===== src/hw/rtl/tcc_pkg.sv =====
// Shared types and constants of the text console cursor engine.
// Holds the request and result structs, the result kinds and character codes.
// Depends on nothing; every other file of the block uses it.
`default_nettype none

package tcc_pkg;

  // Kind of a result word.
  typedef enum logic [1:0] {
    KindWrite  = 2'd0,
    KindScroll = 2'd1,
    KindClear  = 2'd2,
    KindCursor = 2'd3
  } kind_e;

  // Request commands.
  localparam logic CmdPut   = 1'b0;
  localparam logic CmdClear = 1'b1;

  // Character codes with a special meaning.
  localparam logic [7:0] CharBackspace = 8'h08;
  localparam logic [7:0] CharTab       = 8'h09;
  localparam logic [7:0] CharNewline   = 8'h0A;
  localparam logic [7:0] CharReturn    = 8'h0D;
  localparam logic [7:0] BlankChar     = 8'h20;
  localparam logic [7:0] PrintLimit    = 8'h80;

  // Attribute after reset: white on black.
  localparam logic [7:0] AttrReset = 8'h0F;

  // Tab stops fall on multiples of eight.
  localparam int unsigned TabStep = 8;
  localparam int unsigned TabMask = TabStep - 1;

  // Width of the cell index on the result port.
  localparam int unsigned CellIdxW = 11;

  // One request.
  typedef struct packed {
    logic       cmd;
    logic [7:0] char_code;
  } item_t;

  // One result word.
  typedef struct packed {
    kind_e                 kind;
    logic [CellIdxW-1:0]   cell_index;
    logic [15:0]           cell_word;
    logic                  last;
  } result_t;

  // The results that one request causes, packed from slot 0 upwards.
  typedef struct packed {
    result_t [2:0] res;
    logic    [1:0] count;
  } res_set_t;

endpackage

`default_nettype wire


===== src/hw/rtl/tcc_step.sv =====
// Cursor step logic: resolves one request against the current cursor.
// Produces the packed result set and the next cursor. Uses tcc_pkg.
`default_nettype none

module tcc_step #(
  parameter int unsigned COLUMNS = 80,
  parameter int unsigned ROWS    = 25
) (
  input  tcc_pkg::item_t                 item_i,
  input  logic [7:0]                     attr_i,
  input  logic [$clog2(COLUMNS)-1:0]     col_i,
  input  logic [$clog2(ROWS)-1:0]        row_i,
  output logic [$clog2(COLUMNS)-1:0]     col_o,
  output logic [$clog2(ROWS)-1:0]        row_o,
  output tcc_pkg::res_set_t              set_o
);

  localparam int unsigned ColW  = $clog2(COLUMNS);
  localparam int unsigned RowW  = $clog2(ROWS);
  localparam int unsigned WColW = $clog2(COLUMNS + tcc_pkg::TabStep);
  localparam int unsigned WRowW = $clog2(ROWS + 1);
  localparam int unsigned IdxW  = $clog2(COLUMNS * ROWS);

  logic [WColW-1:0] col_w;
  logic [WRowW-1:0] row_w;
  logic [ColW-1:0]  wr_col;
  logic             wr_en;
  logic [15:0]      wr_word;
  logic             scroll;
  logic [15:0]      blank;
  logic [IdxW-1:0]  wr_idx;
  logic [IdxW-1:0]  cur_idx;
  logic [1:0]       n;

  assign blank = {attr_i, tcc_pkg::BlankChar};

  // Cursor movement for a put request.
  always_comb begin
    col_w   = WColW'(col_i);
    row_w   = WRowW'(row_i);
    wr_col  = col_i;
    wr_en   = 1'b0;
    wr_word = blank;
    case (item_i.char_code)
      tcc_pkg::CharBackspace: begin
        if (col_i != '0) begin
          col_w  = col_w - WColW'(1);
          wr_col = col_i - ColW'(1);
          wr_en  = 1'b1;
        end
      end
      tcc_pkg::CharTab: begin
        col_w = (col_w + WColW'(tcc_pkg::TabStep)) & ~WColW'(tcc_pkg::TabMask);
      end
      tcc_pkg::CharReturn: begin
        col_w = '0;
      end
      tcc_pkg::CharNewline: begin
        col_w = '0;
        row_w = row_w + WRowW'(1);
      end
      default: begin
        if (item_i.char_code >= tcc_pkg::BlankChar &&
            item_i.char_code < tcc_pkg::PrintLimit) begin
          wr_en   = 1'b1;
          wr_word = {attr_i, item_i.char_code};
          col_w   = col_w + WColW'(1);
        end
      end
    endcase

    // Wrap at the right edge.
    if (col_w >= WColW'(COLUMNS)) begin
      col_w = '0;
      row_w = row_w + WRowW'(1);
    end

    // Scroll when the cursor runs off the bottom.
    scroll = (row_w >= WRowW'(ROWS));
    if (scroll) begin
      row_w = WRowW'(ROWS - 1);
    end
  end

  // Linear cell indices of the written cell and of the final cursor.
  assign wr_idx  = IdxW'(row_i) * IdxW'(COLUMNS) + IdxW'(wr_col);
  assign cur_idx = IdxW'(row_w) * IdxW'(COLUMNS) + IdxW'(col_w);

  // Pack the results in order and pick the next cursor.
  always_comb begin
    set_o = '0;
    n     = '0;
    if (item_i.cmd == tcc_pkg::CmdClear) begin
      set_o.res[0].kind      = tcc_pkg::KindClear;
      set_o.res[0].cell_word = blank;
      set_o.res[1].kind      = tcc_pkg::KindCursor;
      set_o.res[1].last      = 1'b1;
      set_o.count            = 2'd2;
      col_o                  = '0;
      row_o                  = '0;
    end else begin
      if (wr_en) begin
        set_o.res[n].kind       = tcc_pkg::KindWrite;
        set_o.res[n].cell_index = tcc_pkg::CellIdxW'(wr_idx);
        set_o.res[n].cell_word  = wr_word;
        n                       = n + 2'd1;
      end
      if (scroll) begin
        set_o.res[n].kind      = tcc_pkg::KindScroll;
        set_o.res[n].cell_word = blank;
        n                      = n + 2'd1;
      end
      set_o.res[n].kind       = tcc_pkg::KindCursor;
      set_o.res[n].cell_index = tcc_pkg::CellIdxW'(cur_idx);
      set_o.res[n].last       = 1'b1;
      set_o.count             = n + 2'd1;
      col_o                   = col_w[ColW-1:0];
      row_o                   = row_w[RowW-1:0];
    end
  end

endmodule

`default_nettype wire


===== src/hw/rtl/tcc_result_buf.sv =====
// Result register of the console engine: holds one request's result set.
// Results leave front first, one per cycle unless stalled. Uses tcc_pkg.
`default_nettype none

module tcc_result_buf (
  input  logic               clk_i,
  input  logic               rst_ni,
  input  logic               load_i,
  input  tcc_pkg::res_set_t  set_i,
  output logic               free_o,
  output logic               out_valid_o,
  input  logic               out_stall_i,
  output tcc_pkg::result_t   out_data_o
);

  tcc_pkg::result_t [2:0] res_q, res_d;
  logic [2:0]             vld_q, vld_d;
  logic                   take;

  assign take        = vld_q[0] && !out_stall_i;
  assign free_o      = !vld_q[1] && (!vld_q[0] || take);
  assign out_valid_o = vld_q[0];
  assign out_data_o  = res_q[0];

  // Load a whole set, or shift the queue down when the front is taken.
  always_comb begin
    res_d = res_q;
    vld_d = vld_q;
    if (load_i) begin
      res_d = set_i.res;
      case (set_i.count)
        2'd1:    vld_d = 3'b001;
        2'd2:    vld_d = 3'b011;
        2'd3:    vld_d = 3'b111;
        default: vld_d = 3'b000;
      endcase
    end else if (take) begin
      res_d[0] = res_q[1];
      res_d[1] = res_q[2];
      vld_d    = {1'b0, vld_q[2:1]};
    end
  end

  always_ff @(posedge clk_i or negedge rst_ni) begin
    if (!rst_ni) begin
      vld_q <= '0;
    end else begin
      vld_q <= vld_d;
    end
  end

  always_ff @(posedge clk_i) begin
    res_q <= res_d;
  end

endmodule

`default_nettype wire


===== src/hw/rtl/text_console_cursor_engine.sv =====
// Top level of the text console cursor engine: input register, cursor and
// attribute registers, step logic and result buffer. Uses tcc_pkg, tcc_step
// and tcc_result_buf.
//
//   Channel  Direction  Handshake                 Payload
//   in       request    in_valid_i / in_stall_o   tcc_pkg::item_t
//   out      result     out_valid_o / out_stall_i tcc_pkg::result_t
//   cfg      write      cfg_we_i                  cfg_wdata_i (attribute)
//
// A request is registered on acceptance and resolved combinationally into one
// to three results, which are loaded into the result buffer once it is free
// and leave it one per cycle while the result port is not stalled. With a
// free buffer the first result is offered in the cycle after the request is
// registered. Reset clears the cursor to the home cell and sets the
// attribute to white on black. A stalled result port holds the buffer; the
// input register keeps taking one request ahead while the buffer drains.
`default_nettype none

module text_console_cursor_engine #(
  parameter int unsigned COLUMNS = 80,
  parameter int unsigned ROWS    = 25
) (
  input  logic              clk_i,
  input  logic              rst_ni,
  input  logic              cfg_we_i,
  input  logic [7:0]        cfg_wdata_i,
  input  logic              in_valid_i,
  output logic              in_stall_o,
  input  tcc_pkg::item_t    in_data_i,
  output logic              out_valid_o,
  input  logic              out_stall_i,
  output tcc_pkg::result_t  out_data_o
);

  localparam int unsigned ColW = $clog2(COLUMNS);
  localparam int unsigned RowW = $clog2(ROWS);

  tcc_pkg::item_t    in_q, in_d;
  logic              in_vld_q, in_vld_d;
  logic [7:0]        attr_q, attr_d;
  logic [ColW-1:0]   col_q, col_d, col_next;
  logic [RowW-1:0]   row_q, row_d, row_next;
  tcc_pkg::res_set_t set;
  logic              free;
  logic              load;
  logic              in_take;

  // Input register handshake.
  assign load       = in_vld_q && free;
  assign in_stall_o = in_vld_q && !free;
  assign in_take    = in_valid_i && !in_stall_o;

  always_comb begin
    in_d     = in_take ? in_data_i : in_q;
    in_vld_d = in_take ? 1'b1 : (load ? 1'b0 : in_vld_q);
    attr_d   = cfg_we_i ? cfg_wdata_i : attr_q;
    col_d    = load ? col_next : col_q;
    row_d    = load ? row_next : row_q;
  end

  // Resolve the registered request against the cursor.
  tcc_step #(
    .COLUMNS (COLUMNS),
    .ROWS    (ROWS)
  ) u_step (
    .item_i (in_q),
    .attr_i (attr_q),
    .col_i  (col_q),
    .row_i  (row_q),
    .col_o  (col_next),
    .row_o  (row_next),
    .set_o  (set)
  );

  // Result buffer towards the output port.
  tcc_result_buf u_buf (
    .clk_i       (clk_i),
    .rst_ni      (rst_ni),
    .load_i      (load),
    .set_i       (set),
    .free_o      (free),
    .out_valid_o (out_valid_o),
    .out_stall_i (out_stall_i),
    .out_data_o  (out_data_o)
  );

  // Control state and cursor.
  always_ff @(posedge clk_i or negedge rst_ni) begin
    if (!rst_ni) begin
      in_vld_q <= 1'b0;
      attr_q   <= tcc_pkg::AttrReset;
      col_q    <= '0;
      row_q    <= '0;
    end else begin
      in_vld_q <= in_vld_d;
      attr_q   <= attr_d;
      col_q    <= col_d;
      row_q    <= row_d;
    end
  end

  // Request payload.
  always_ff @(posedge clk_i) begin
    in_q <= in_d;
  end

  // The cursor stays on the screen.
  assert property (@(posedge clk_i) disable iff (!rst_ni)
    (ColW'(COLUMNS - 1) >= col_q) && (RowW'(ROWS - 1) >= row_q))
    else $error("cursor left the screen");

  // A cursor update is always the final result of its request.
  assert property (@(posedge clk_i) disable iff (!rst_ni)
    out_valid_o |-> ((out_data_o.kind == tcc_pkg::KindCursor) == out_data_o.last))
    else $error("last flag does not match cursor update");

  // A loaded set appears on the output in the next cycle.
  assert property (@(posedge clk_i) disable iff (!rst_ni)
    load |=> out_valid_o)
    else $error("loaded result set not presented");

  // The input side only stalls while a request waits in the input register.
  assert property (@(posedge clk_i) disable iff (!rst_ni)
    !in_vld_q |-> !in_stall_o)
    else $error("stall without a held request");

endmodule

`default_nettype wire

===== config.mk =====
export PLATFORM = sky130hd
export DESIGN_NAME = text_console_cursor_engine
export DESIGN_NICKNAME = d
export VERILOG_FILES = /design/src/hw/rtl/tcc_pkg.sv /design/src/hw/rtl/tcc_step.sv /design/src/hw/rtl/tcc_result_buf.sv /design/src/hw/rtl/text_console_cursor_engine.sv
export SDC_FILE = /design/constraint.sdc
export NUM_CORES = 1
export LEC_CHECK = 0
export BUFFER_PORTS_ARGS = -buffer_cell sky130_fd_sc_hd__buf_2
export CAP_MARGIN = 20
export CORE_MARGIN = 2
export CORE_UTILIZATION = 55
export DETAILED_ROUTE_END_ITERATION = 10
export GPL_ROUTABILITY_DRIVEN = 0
export PLACE_DENSITY = 0.72
export RECOVER_POWER = 100
export SYNTH_ARGS = -nofsm -noshare
export SYNTH_HDL_FRONTEND = slang
export SYNTH_SLANG_ARGS = --single-unit

===== constraint.sdc =====
create_clock -name clk_i -period 8 [get_ports clk_i]
set_input_delay 1.2 -clock clk_i [delete_from_list [all_inputs] [get_ports clk_i]]
set_output_delay 1.2 -clock clk_i [all_outputs]
set_load 0.03 [all_outputs]

**Yosys cells after proc, flatten, opt, wreduce, memory -nomap -nowiden**

Cells that the tools add are included.

- Equal/unequal tests: 7
- $lt $le $gt $ge: 8
- Muxes and demuxes: 52
- $add $sub $neg: 9
- $mul: 2
- Reductions and logical operators: 20

Operators by type and width:

| kind | number |
|---|---|
| 90-bit bitwise mux | 5 |
| 30-bit demux with 2-bit select | 5 |
| 90-bit 2-to-1 mux | 2 |
| 60-bit 2-to-1 mux | 2 |
| 30-bit 2-to-1 mux | 2 |
| 27-bit 2-to-1 mux | 2 |
| 7-bit 2-to-1 mux | 5 |
| 8-bit by 4-bit == test with 1-bit output (second input constant) | 4 |
| 29-bit 2-to-1 mux | 1 |
| 28-bit 2-to-1 mux | 1 |
| 11-bit by 7-bit adder with 11-bit output | 2 |
| 7-bit case mux with 3 select lines | 1 |
| 5-bit 2-to-1 mux | 4 |
| 17-bit 2-to-1 mux | 1 |
| 16-bit 2-to-1 mux | 1 |
| 8-bit 2-to-1 mux | 2 |
| 5-bit by 3-bit multiplier with 7-bit output (second input constant) | 2 |
| 11-bit 2-to-1 mux | 1 |
| 5-bit by 1-bit adder with 5-bit output (second input constant) | 2 |
| 2-bit 2-to-1 mux | 5 |
| 3-bit 2-to-1 mux | 3 |
| 3-bit case mux with 3 select lines | 1 |
| 8-bit by 6-bit greater-or-equal comparator with 1-bit output (second input constant) | 1 |
| 1-bit logical AND | 8 |
| other kinds (20) | 35 |

- Output and inout bits: 32
- Logic and storage cells: 117
- Register bits after elaboration: 123

**Longest topological paths before layout**

- Depth in word-level cells: 19
- Depth in mapped cells: 24

**Hierarchy**

A second synthesis with hierarchy kept.

- Cell total of the unflattened synthesis: 630
- Area, all modules: 7,490.9 sq um

By module, submodules not included:

| module | seq. area each (sq um) | cells each | area an instance (sq um) | times used |
|---|---|---|---|---|
| tcc_result_buf | 2,777.7 | 203 | 3,811.2 | 1 |
| tcc_step | 0.0 | 369 | 2,570.0 | 1 |
| text_console_cursor_engine | 800.8 | 58 | 1,109.8 | 1 |

**Worst setup path after synthesis**

Ideal clock, no wire load.

- Path kind: reg2reg
- From: register in_q[7] (netlist bit)
- To: register u_buf.res_q (netlist bit u_buf.out_data_o[27]), data pin
- Period minus slack after synthesis: 5.040 ns
- Data arrival time: 4.779 ns
- Setup slack: 2.960 ns
- Setup time: 0.261 ns
- Data required time: 7.739 ns
- Stages on the path, launching flop included: 24
- Cell sequence: edfxtp_1 or4_4 nor2_4 nand2_1 nand2_1 ha_1 nand3_1 a31oi_1 a31o_2 nand3b_1 a21o_1 and3b_1 buf_6 mux2i_1 ha_1 inv_1 fa_1 nor2b_1 o21a_1 o221ai_1 a221oi_1 nor3_1 a211oi_1 a21oi_1

RTL lines:

| item | line | source |
|---|---|---|
| start: declaration | text_console_cursor_engine.sv:38 | `tcc_pkg::item_t in_q, in_d;` |
| start signal: assignment | text_console_cursor_engine.sv:104 | `in_q <= in_d;` |
| end signal: assignment | tcc_result_buf.sv:53 | `res_q <= res_d;` |
| end: declaration | tcc_result_buf.sv:16 | `tcc_pkg::result_t [2:0] res_q, res_d;` |

==> flow_metrics.py <==
metrics = {
    "outcome": {
        "status": "finished with violations",
        "violations": "max-capacitance violations, max-slew violations",
    },
    "logic_synthesis": {
        "yosys.area.top_type": "edfxtp_1",
        "syn_area_um2": 6070,
        "yosysTopAreaCellShare_pct": 36.1,
        "seq_area_frac_synth_pct": 46.1,
        "synth_nets": 631,
        "ys_ff_latch": 97,
        "synthFlopType": "edfxtp_1",
        "avgSynthCellArea_um2": 10.5,
        "synth_edf_count": 73,
        "async_flop_share_pct": 24.7,
        "yosys_warnings": 0,
        "synth_area_leaders": "edfxtp_1 36%, dfrtp_1 8.2%, ha_1 5.2%",
        "ys_types": 79,
        "netlist_instances": 580,
    },
    "routing": {
        "wl_met1_mm": 5.87,
        "wl_met2_mm": 5.86,
        "top_layer": "met4",
        "postRouteAntennaNets": 0,
        "num_vias": 4389,
        "drt_iter0_drc": 442,
        "wire_per_inst_um": 17.6,
        "viasPerCell": 5.95,
        "drtPass1Iterations": 5,
        "dr_wl_met3_um": 820,
        "drcViolationCount": 0,
        "routed_wl_mm": 13.0,
    },
    "setup_path": {
        "cp_num_cells": 23,
        "worst_ep_required_time_ps": 8220,
        "reg2reg_depth": 23,
        "path_delay_family": "simple AND/OR/NAND/NOR gates",
        "path_max_fanout": 14,
        "reg2reg_to": "u_buf.out_data_o[27]",
        "crit_chain": "or4bb_1 -> nor2_1 -> nand2_1 -> nand2_1 -> ha_1 -> nand3_1 -> a31oi_1 -> a31o_1 -> nor2_1 -> o21ai_0 -> a21oi_1 -> nor4_1 -> ha_1 -> inv_1 -> fa_1 -> nor2b_1 -> o21a_1 -> o221ai_1 -> a221oi_1 -> nand3_1 -> mux2i_1 -> a211oi_1 -> a21oi_1",
        "slowest_delay_ps": 610,
        "r2r_slack_ps": 1860,
        "crit_arrival_ps": 6360,
        "crit_buf_inv": 1,
        "r2r_start": "in_q[0]",
        "worst_setup_path_end_kind": "flip-flop",
        "cpMaxStageDelayCell": "or4bb_1",
        "critPathKind": "reg2reg",
        "critPathLaunchType": "flip-flop",
    },
    "global_route": {
        "antenna_found_initial": 0,
        "grt_pass1_wl_mm": 20.7,
        "grt_max_degree": 54,
        "gr-total-overflow": 0,
        "grt_usage_pct": 22.6,
        "grt_pass1_vias": 4121,
    },
    "sta": {
        "setup_viol": 0,
        "worst_pin_slew_ps": 2400,
        "fin_crit_sh_pct": 76.8,
        "post-route-min-period_ps": 6140,
        "hold_viol": 0,
        "relSlewSlack_pct": -59.7,
        "rsz0062_at_grt": "no",
        "fmax_mhz": 163,
        "drv_slew": 135,
        "fin_setup_tns_ps": 0,
        "skew_ps": 9.92,
    },
    "clock_tree": {
        "cts-root-buf": "clkbuf_8",
        "ctsHoldBuffers": 0,
        "post_cts_resized": 0,
        "clk_latency_ps": 370,
        "clkSinkCount": 97,
        "clk_pin_slew_worst_paths_ps": 100,
        "htree_levels": 3,
        "numCtsBuffers": 9,
        "post-cts-setup-buffers": 0,
        "clockBufferDepth": 2,
        "cts_tree": "done",
    },
    "floorplan": {
        "die-area_um2": 11900,
        "initial_core_util_pct": 56.2,
        "die_x_um": 109,
        "row_count": 38,
        "die_height_um": 109,
        "core_area_um2": 10800,
        "ios": 54,
    },
    "layout": {
        "nNetsFinal": 644,
        "antenna_cells": 0,
        "area_growth_syn_to_layout_pct": 3.98,
        "fillers": 920,
        "final_layout_size_suffix_gt1_share_pct": 11.2,
    },
    "power": {
        "report.power.total_mw": 1.86,
        "powerDensity_nw_per_um2": 295,
        "p_leak_nw": 2.51,
        "ir_drop_uv": 183,
    },
    "min_path": {
        "hp-class": "reg2reg",
        "hp-start": "u_buf.vld_q[2]",
        "min_delay_path_depth": 2,
        "min_to": "u_buf.vld_q[2]",
    },
    "flow_run": {
        "cap_violations": 3,
    },
    "place": {
        "numPortBuffers": 53,
        "post-dp-hpwl_mm": 9.15,
    },
}
## worst max-delay path by stage
| stage | from | end | slack, ps |
|---|---|---|---|
| floorplan | in_q[7] | u_buf.out_data_o[27] | 2960 |
| finish | in_q[0] | u_buf.out_data_o[27] | 1860 |
| detailed placement | in_q[0] | u_buf.out_data_o[27] | 2280 |
| CTS | in_q[0] | u_buf.out_data_o[27] | 2270 |
| global route | in_q[0] | u_buf.out_data_o[27] | 1240 |
| global placement | in_q[0] | u_buf.out_data_o[27] | 2610 |
## registers in the layout, indices dropped and copies added (netlist names)
name / count
attr_q: 8
col_q: 7
in_q: 9
in_vld_q: 1
row_q: 5
u_buf.out_data_o: 30
u_buf.res_q: 34
u_buf.vld_q: 3
## layout make-up
| cell class | instances | area (um2) | share of cell area, % |
|---|---|---|---|
| Clock buffer | 9 | 124 | 1.96 |
| Sequential cell | 97 | 2800 | 44.3 |
| Multi-Input combinational cell | 412 | 2830 | 44.8 |
| Clock inverter | 7 | 86.3 | 1.37 |
| Timing Repair Buffer | 57 | 236 | 3.75 |
| Tap cell | 140 | 175 | 2.78 |
| Inverter | 16 | 61.3 | 0.972 |
## cell usage in the layout (no fill, tap or decap), types with 8 or more instances in the layout
master and count:
a21o_1 9, a21oi_1 28, and2_1 8, and3_1 8, buf_2 18, clkbuf_1 39
clkbuf_8 9, dfrtp_1 20, edfxtp_1 73, ha_1 25, inv_1 15, mux2_2 8
nand2_1 71, nand2b_1 11, nand3_1 15, nor2_1 38, nor3_1 11, o21ai_0 30
xnor2_1 17, xor2_1 16
## logic make-up (layout without fill, tap and decap cells)
kind of cell	Yosys count	after routing	share of synthesized area, %
buf+inv	71	89	6.48
flops	97	97	46.1
simple gates	205	205	18.1
fa+ha+maj	29	29	6.48
compound gates	126	126	14.3
other cells	1	1	0.0618
mux	15	15	2.91
xor+xnor	36	36	5.57
## worst min-delay path: stages (launching register included)
cell	delay [ps]
dfrtp_1	370
nand3_1	70
o41ai_1	60
## cells in the mapped netlist, types with 3 or more instances
master,number
edfxtp_1,73
nand2_1,71
nor2_1,36
buf_4,30
a21oi_1,27
o21ai_0,27
ha_1,25
clkbuf_1,21
dfrtp_1,20
xnor2_1,17
xor2_1,16
and2_1,15
inv_1,15
nand3_1,15
nand2b_1,11
nor3_1,10
a21o_1,9
and3_1,8
mux2_2,8
nor2b_1,6
mux2i_1,5
nand3b_1,5
o22ai_1,5
a31oi_1,4
a32oi_1,4
dfstp_2,4
fa_1,4
nand4_1,4
o211ai_1,4
o21ai_1,4
o31ai_1,4
a32o_1,3
buf_2,3
nor3_4,3
nor4_1,3
o2111ai_1,3
o221ai_1,3
xnor2_2,3
## metal layers
layer / up-vias / global-route usage (%)
li1: 2097 / -
met1: 2076 / 32.3
met2: 188 / 33.8
met3: 28 / 3.35
met4: 0 / 11.3
met5: - / 0
## power breakdown
part	internal, mW	total (mW)	switching (mW)
clock	0.151	0.335	0.184
combinational	0.168	0.667	0.499
sequential	0.787	0.862	0.0752
## through the flow
stage | area, um2 | setup WS [ps] | hold slack, ps | util (%) | instances
global placement | 6210 | 2610 | 485 | 57.5 | 722
global route | 6310 | 1240 | 555 | 58.5 | 738
detailed placement | 6210 | 2280 | 483 | 57.5 | 722
CTS | 6420 | 2270 | 526 | 59.5 | 738
finish | 6310 | 1860 | 526 | 58.5 | 738
floorplan | 6070 | 2960 | 464 | - | 580
Note: power is estimated with default switching activity, not from simulation.
